[config.mk]
export PLATFORM = sky130hd
export DESIGN_NAME = ffba_ctrl
export DESIGN_NICKNAME = d
export VERILOG_FILES = /design/src/hdl/ffba_pkg.sv /design/src/hdl/ffba_ctrl.sv
export SDC_FILE = /design/constraint.sdc
export NUM_CORES = 1
export LEC_CHECK = 0
export BUFFER_PORTS_ARGS = -buffer_cell sky130_fd_sc_hd__buf_2
export CAP_MARGIN = 20
export CORE_AREA = 2 2 39 41
export CTS_CLUSTER_SIZE = 40
export DETAILED_ROUTE_END_ITERATION = 16
export DIE_AREA = 0 0 41 43
export HOLD_SLACK_MARGIN = 0.12
export PLACE_DENSITY = 0.86
export SLEW_MARGIN = 20
export SYNTH_ARGS = -nofsm -noshare
export SYNTH_HDL_FRONTEND = slang
export SYNTH_SLANG_ARGS = --single-unit
[constraint.sdc]
create_clock -name clk -period 1.81 [get_ports clk]
set_input_delay 0.181 -clock clk [delete_from_list [all_inputs] [get_ports clk]]
set_output_delay 0.181 -clock clk [all_outputs]
set_load 0.05 [all_outputs]
[src/hdl/ffba_pkg.sv]
// ----------------------------------------------------------------------------
// ffba_pkg
// Types and constants shared by the first-fit block allocator files.
// ----------------------------------------------------------------------------
package ffba_pkg;

  localparam int BLOCK_COUNT = 4096;
  localparam int BLOCK_BYTES = 512;
  localparam int BLOCK_SHIFT = $clog2(BLOCK_BYTES);
  localparam int IDX_W       = $clog2(BLOCK_COUNT);
  localparam int RUN_W       = IDX_W + 1;

  localparam int SIZE_W      = 22;
  localparam int ADDR_W      = 32;
  localparam int STATUS_W    = 3;
  localparam int CFG_IDX_W   = 1;
  localparam int CFG_DATA_W  = 32;
  localparam int RSV_W       = 12;

  // Width of the block count of the largest request, after rounding up.
  localparam int NEED_W      = SIZE_W + 1 - BLOCK_SHIFT;

  // The map is kept as rows of 64 blocks, scanned in groups of 8.
  localparam int WORD_W      = 64;
  localparam int BIT_W       = $clog2(WORD_W);
  localparam int ROW_CNT     = BLOCK_COUNT / WORD_W;
  localparam int ROW_W       = $clog2(ROW_CNT);
  localparam int GROUP       = 8;
  localparam int GRP_W       = $clog2(GROUP);

  localparam logic [RSV_W-1:0]  RESERVED_RESET = 12'd16;
  localparam logic [ADDR_W-1:0] BASE_RESET     = 32'h0090_0000;

  localparam logic [CFG_IDX_W-1:0] CFG_RESERVED = 1'b0;
  localparam logic [CFG_IDX_W-1:0] CFG_BASE     = 1'b1;

  typedef enum logic [STATUS_W-1:0] {
    ST_OK    = 3'd0,
    ST_ZERO  = 3'd1,
    ST_OOM   = 3'd2,
    ST_RSRV  = 3'd3,
    ST_FREE  = 3'd4,
    ST_RANGE = 3'd5,
    ST_CHAIN = 3'd6
  } status_t;

  typedef enum logic {
    OP_ALLOC = 1'b0,
    OP_FREE  = 1'b1
  } op_t;

  typedef struct packed {
    logic    capture;
    logic    init;
    logic    rd;
    logic    ld;
    logic    scan;
    logic    mark;
    logic    walk;
    logic    st_load;
    status_t st_code;
    logic    out_load;
  } ctl_cmd_t;

  typedef struct packed {
    logic    is_free;
    logic    zero;
    logic    range_err;
    logic    rsrv_err;
    logic    found;
    logic    grp_last;
    logic    pool_last;
    logic    mark_last;
    logic    walk_stop;
    status_t walk_code;
  } ctl_sts_t;

endpackage

[src/hdl/ffba_ctrl.sv]
// ----------------------------------------------------------------------------
// ffba_ctrl
// Request sequencer: steps the datapath through checks, scans and writes.
// ----------------------------------------------------------------------------
module ffba_ctrl (
  input  logic               clk,
  input  logic               rst,
  input  logic               req_valid,
  output logic               req_ready,
  output logic               rsp_valid,
  input  logic               rsp_ready,
  output ffba_pkg::ctl_cmd_t cmd,
  input  ffba_pkg::ctl_sts_t sts
);

  typedef enum logic [2:0] {
    S_IDLE,
    S_START,
    S_RD,
    S_LD,
    S_SCAN,
    S_MARK,
    S_WALK,
    S_RESP
  } state_t;

  state_t state, state_next;
  state_t ret, ret_next;

  assign req_ready = (state == S_IDLE);

  always_comb begin
    cmd        = '0;
    state_next = state;
    ret_next   = ret;
    unique case (state)
      S_IDLE: begin
        if (req_valid) begin
          cmd.capture = 1'b1;
          state_next  = S_START;
        end
      end
      S_START: begin
        cmd.init = 1'b1;
        if (sts.is_free) begin
          if (sts.range_err) begin
            cmd.st_load = 1'b1;
            cmd.st_code = ffba_pkg::ST_RANGE;
            state_next  = S_RESP;
          end else if (sts.rsrv_err) begin
            cmd.st_load = 1'b1;
            cmd.st_code = ffba_pkg::ST_RSRV;
            state_next  = S_RESP;
          end else begin
            ret_next   = S_WALK;
            state_next = S_RD;
          end
        end else if (sts.zero) begin
          cmd.st_load = 1'b1;
          cmd.st_code = ffba_pkg::ST_ZERO;
          state_next  = S_RESP;
        end else begin
          ret_next   = S_SCAN;
          state_next = S_RD;
        end
      end
      S_RD: begin
        cmd.rd     = 1'b1;
        state_next = S_LD;
      end
      S_LD: begin
        cmd.ld     = 1'b1;
        state_next = ret;
      end
      S_SCAN: begin
        cmd.scan = 1'b1;
        if (sts.found) begin
          ret_next   = S_MARK;
          state_next = S_RD;
        end else if (sts.pool_last) begin
          cmd.st_load = 1'b1;
          cmd.st_code = ffba_pkg::ST_OOM;
          state_next  = S_RESP;
        end else if (sts.grp_last) begin
          state_next = S_RD;
        end
      end
      S_MARK: begin
        cmd.mark = 1'b1;
        if (sts.mark_last) begin
          cmd.st_load = 1'b1;
          cmd.st_code = ffba_pkg::ST_OK;
          state_next  = S_RESP;
        end else begin
          state_next = S_RD;
        end
      end
      S_WALK: begin
        cmd.walk = 1'b1;
        if (sts.walk_stop) begin
          cmd.st_load = 1'b1;
          cmd.st_code = sts.walk_code;
          state_next  = S_RESP;
        end else if (sts.pool_last) begin
          cmd.st_load = 1'b1;
          cmd.st_code = ffba_pkg::ST_CHAIN;
          state_next  = S_RESP;
        end else if (sts.grp_last) begin
          state_next = S_RD;
        end
      end
      S_RESP: begin
        if (!rsp_valid || rsp_ready) begin
          cmd.out_load = 1'b1;
          state_next   = S_IDLE;
        end
      end
      default: state_next = S_IDLE;
    endcase
  end

  always_ff @(posedge clk) begin
    if (rst) begin
      state     <= S_IDLE;
      ret       <= S_SCAN;
      rsp_valid <= 1'b0;
    end else begin
      state <= state_next;
      ret   <= ret_next;
      if (cmd.out_load) begin
        rsp_valid <= 1'b1;
      end else if (rsp_ready) begin
        rsp_valid <= 1'b0;
      end
    end
  end

  a_accept_starts: assert property (@(posedge clk) disable iff (rst)
    (req_valid && req_ready) |=> (state == S_START))
    else $error("accepted request did not start processing");

  a_rsp_held: assert property (@(posedge clk) disable iff (rst)
    (rsp_valid && !rsp_ready) |=> rsp_valid)
    else $error("response word dropped while stalled");

  a_load_when_free: assert property (@(posedge clk) disable iff (rst)
    cmd.out_load |-> (!rsp_valid || rsp_ready))
    else $error("response register overwritten while held");

endmodule

### Word level (Yosys, flattened, before mapping)

Cells that the tools add are included.

* flip-flop bits (word level): 7
* input port bits: 16
* logic and storage cells: 63

* equality and inequality tests: 13
* mux-type cells: 40
* reductions and logical operators: 7

Operators with widths (number)
* 3-bit 2-to-1 mux: 16
* 4-bit 2-to-1 mux: 9
* 3-bit case mux with 8 select lines: 1
* 4-bit case mux with 4 select lines: 1
* 3-bit == test, second input constant: 4
* 1-bit 2-to-1 mux: 12
* 3-bit != test, second input constant: 3
* 3-bit by 2-bit == test with 1-bit output, second input constant: 2
* 2-bit != test, second input constant: 3
* 3-bit case mux with 2 select lines: 1
* 5-bit AND reduction: 1
* 2-bit nonzero test: 2
* 3-bit by 1-bit == test with 1-bit output, second input constant: 1
* 3-bit zero test: 1
* 2-bit AND reduction: 1
* 1-bit zero test: 1
* 1-bit logical OR: 1

### Logic depth before layout (Yosys ltp)

* depth in word-level cells: 5
* depth in mapped cells: 5

### Worst setup path before layout

No wires, ideal clock.

* kind: register -> output
* start point: reg state[2]
* end point: out cmd[11] in the netlist's numbering
* arrival time: 2207 ps
* required time: 1629 ps
* path slack: -578 ps
* stages on the path, launching flop included: 4
* path through: dfxtp_1 > buf_4 > nor3_1 > and2_1

RTL lines
* start: declaration: line ffba_ctrl.sv:27 `state_t state, state_next;`
* start signal: assignment: line ffba_ctrl.sv:128 `state <= state_next;`
* end: declaration: line ffba_ctrl.sv:12 `output ffba_pkg::ctl_cmd_t cmd,`

==> summary.txt <==
Run status
  – Status: completed

Yosys
  – Synth area leader: dfxtp_1
  – Mapped Area: 584 um2
  – YS warnings: 0
  – Synthesized area per cell: 8.00 um2
  – Post-synthesis sequential area ratio: 20.6%
  – Yosys top cell area share: 20.6%
  – Syn_nets: 89
  – Syn Inst Count: 73
  – FF+latch count, synth: 6
  – Largest cells by area after synthesis: dfxtp_1 (21%), buf_6 (5.8%), nor3_1 (5.1%), nand2b_1 (4.3%), nor3b_2 (4.3%)
  – Post-synth cell types: 38

Worst setup path
  – Sum of buffers and inverters on the critical path: 1
  – Crit path from: state[0]
  – Worst endpoint required time: 1.63 ns
  – CP arrival: 1.54 ns
  – Worst path cell trace: nor3b_4 > a21boi_1 > nor2_2 > nand2_1 > buf_2
  – Startpoint Class: register
  – CP max FO: 9
  – WS Path Type: register to output pin
  – Crit. End Element: output pin
  – Largest stage delay on the critical path: 0.41 ns
  – Crit path max-delay cell type: dfxtp_2
  – Source of the worst register-to-register timing path: state[1]
  – Crit path max-delay family: flip-flops

Detailed routing
  – Final antenna-violating net count: 0
  – Drt pass-1 iters: 4
  – DR iter-0 viols: 9
  – DRC viols: 0
  – Total Wirelength: 1.41 mm
  – DR WL/cell: 11.9 um
  – DR vias/cell: 5.45
  – Vias post-DR: 648

Cells and area
  – Fill cells: 134
  – Area Growth Syn to Fin: 30.6%
  – Commonest non-fill, non-tap cell in the layout: buf_2
  – Nets: 121
  – Share of layout cells above drive strength 1: 49.5%
  – Antenna Cells: 0
  – Commonest non-fill, non-tap cells in the layout: buf_2 (28), nor2_1 (5), nor3_1 (5)

Timing
  – Hold_ws: 0.174 ns
  – Peak Freq: 580 MHz
  – Minimum clock period: 1.72 ns
  – Final WS setup: 0.0854 ns
  – RSZ-0062 raised after global routing: no
  – Max Transition Viols Final: 0
  – Worst Tran Pin Value: 0.306 ns
  – Rel. slew slack: 79.4%
  – Max Clock Skew: 0.0151 ns
  – Final worst path period share: 95.3%
  – Fin. Hold Viols: 0
  – # setup viols final: 0

Global routing
  – Global-route wire length before repair: 2.29 mm
  – Antenna violations before repair: 0
  – Gr ovfl total: 0
  – Largest net degree at the start of global routing: 13
  – GRT Util Overall: 19.3%
  – Vias in the first global route: 563

Placed design
  – Dpl ws: 0.267 ns
  – Port Buffers: 29
  – GPL Wtd Cong: 0.862
  – Detail Placement HPWL: 1.15 mm

Clocking
  – Skew-Pair Late Insertion Delay: 0.26 ns
  – Root cell of the clock tree: clkbuf_4
  – CTS Buf Count: 3
  – CTS clk-pin slew, worst paths: 0.06 ns
  – CTS tree: yes
  – Maximum count of clock buffers along a single path: 2
  – Htree depth: 1
  – Clock sinks: 6

Floorplanning
  – Die ar.: 1760 um2
  – Core ar.: 1380 um2
  – Num rows: 14
  – Die height: 43 um
  – Die X-Extent: 41 um
  – Starting Density: 42.2%
  – IO Count: 30

Power and ir drop
  – Static leakage: 0.361 nW
  – Total power: 0.00120 W
  – Worst ir drop on vdd: 0.728 mV
  – Pwr dens: 1570 nW/um2

Run
  – Max-Cap Viols: 0

Min path
  – Worst Hold Class: input port to register
  – HP Start: rst
[worst register-to-register path: stages (launching register included)]
cell	delay, ns
dfxtp_2	0.46
buf_4	0.19
nand2_2	0.06
a21oi_2	0.12
a41oi_1	0.06
a311oi_2	0.31
[area by class of cell]
class                      instances  area (um2)  share of cell area (%)
multi-input combinational         58         412                    53.9
timing repair buffer              32         170                    22.3
sequential                         6         124                    16.2
clock buffer                       3        22.5                    2.95
tap                               16        20.0                    2.62
inverter                           4        15.0                    1.97
[cells in the mapped netlist]
cell	count
a41oi_1	1
buf_4	2
nor3_1	6
mux2i_1	1
o21ai_0	1
nor2_1	5
and2b_1	1
nand2b_1	4
dfxtp_1	6
and2_1	2
nand3b_2	1
nor2b_1	3
a21oi_1	2
a31o_2	1
nand2_1	2
nor4_1	1
nand3_1	4
a22oi_1	1
a211oi_1	1
inv_1	4
nor3b_2	2
a311oi_2	1
a2111oi_2	1
nand2_2	1
a21boi_1	1
or2_1	1
a31oi_1	2
a21oi_2	1
o32ai_1	1
and2_2	1
nor2_2	2
and4_1	1
a22o_1	1
and3_1	1
mux2_2	1
nand3b_1	1
buf_6	3
a311oi_1	2
[metrics by stage]
step,setup TNS [ns],util [%],instances,cell area (um2)
after global routing,0,55.2,119,763
after global placement,0,53.1,116,734
after floorplan,-0.161,-,73,596
after detailed placement,0,53.1,116,734
final,0,55.2,119,763
after CTS,0,54.8,119,758
[kinds of logic after synthesis]
group                  after synthesis  synth area share, %
flip-flops                           6                 20.6
AND/OR/NAND/NOR                     39                 40.7
AO/OA/AOI/OAI                       17                 24.2
multiplexers                         2                 3.64
buffers and inverters                9                 10.9
[report_power, final]
part	internal [W]	switching (W)	leakage, nW	total, W
combinational	0.000271	0.000543	0.297	0.000814
sequential	0.000173	0.0000780	0.0500	0.000251
clock	0.0000756	0.0000571	0.0138	0.000133
[per-layer routing]
metal | share of wire [%] | global-route usage [%] | up-vias
met2 | 47 | 30.0 | 26
li1 | - | - | 332
met5 | 0 | 0 | -
met1 | 44 | 22.5 | 288
met4 | 0.99 | 10.0 | 0
met3 | 8.5 | 5.76 | 2
[state kept, by name, summed over array words and instances, names as in the netlist]
name,count
ret,2
rsp_valid,1
state,3
[timing repair]
item,CTS,global route
gates resized for setup,1,3
setup buffers,0,0
endpoints found under the setup margin,3,3
cloned,0,0
hold buffers,0,0
[path summary, 6_finish.rpt]
| path | end | slack (ns) | cells past startpoint |
|---|---|---|---|
| hold / removal | state[1] | 0.17 | 2 |
| setup / recovery | cmd[4] | 0.09 | 5 |
| setup reg to reg | state[0] | 0.52 | 5 |
| hold reg to reg | ret[1] | 0.53 | 2 |
Power figures use the tool's default switching activity.
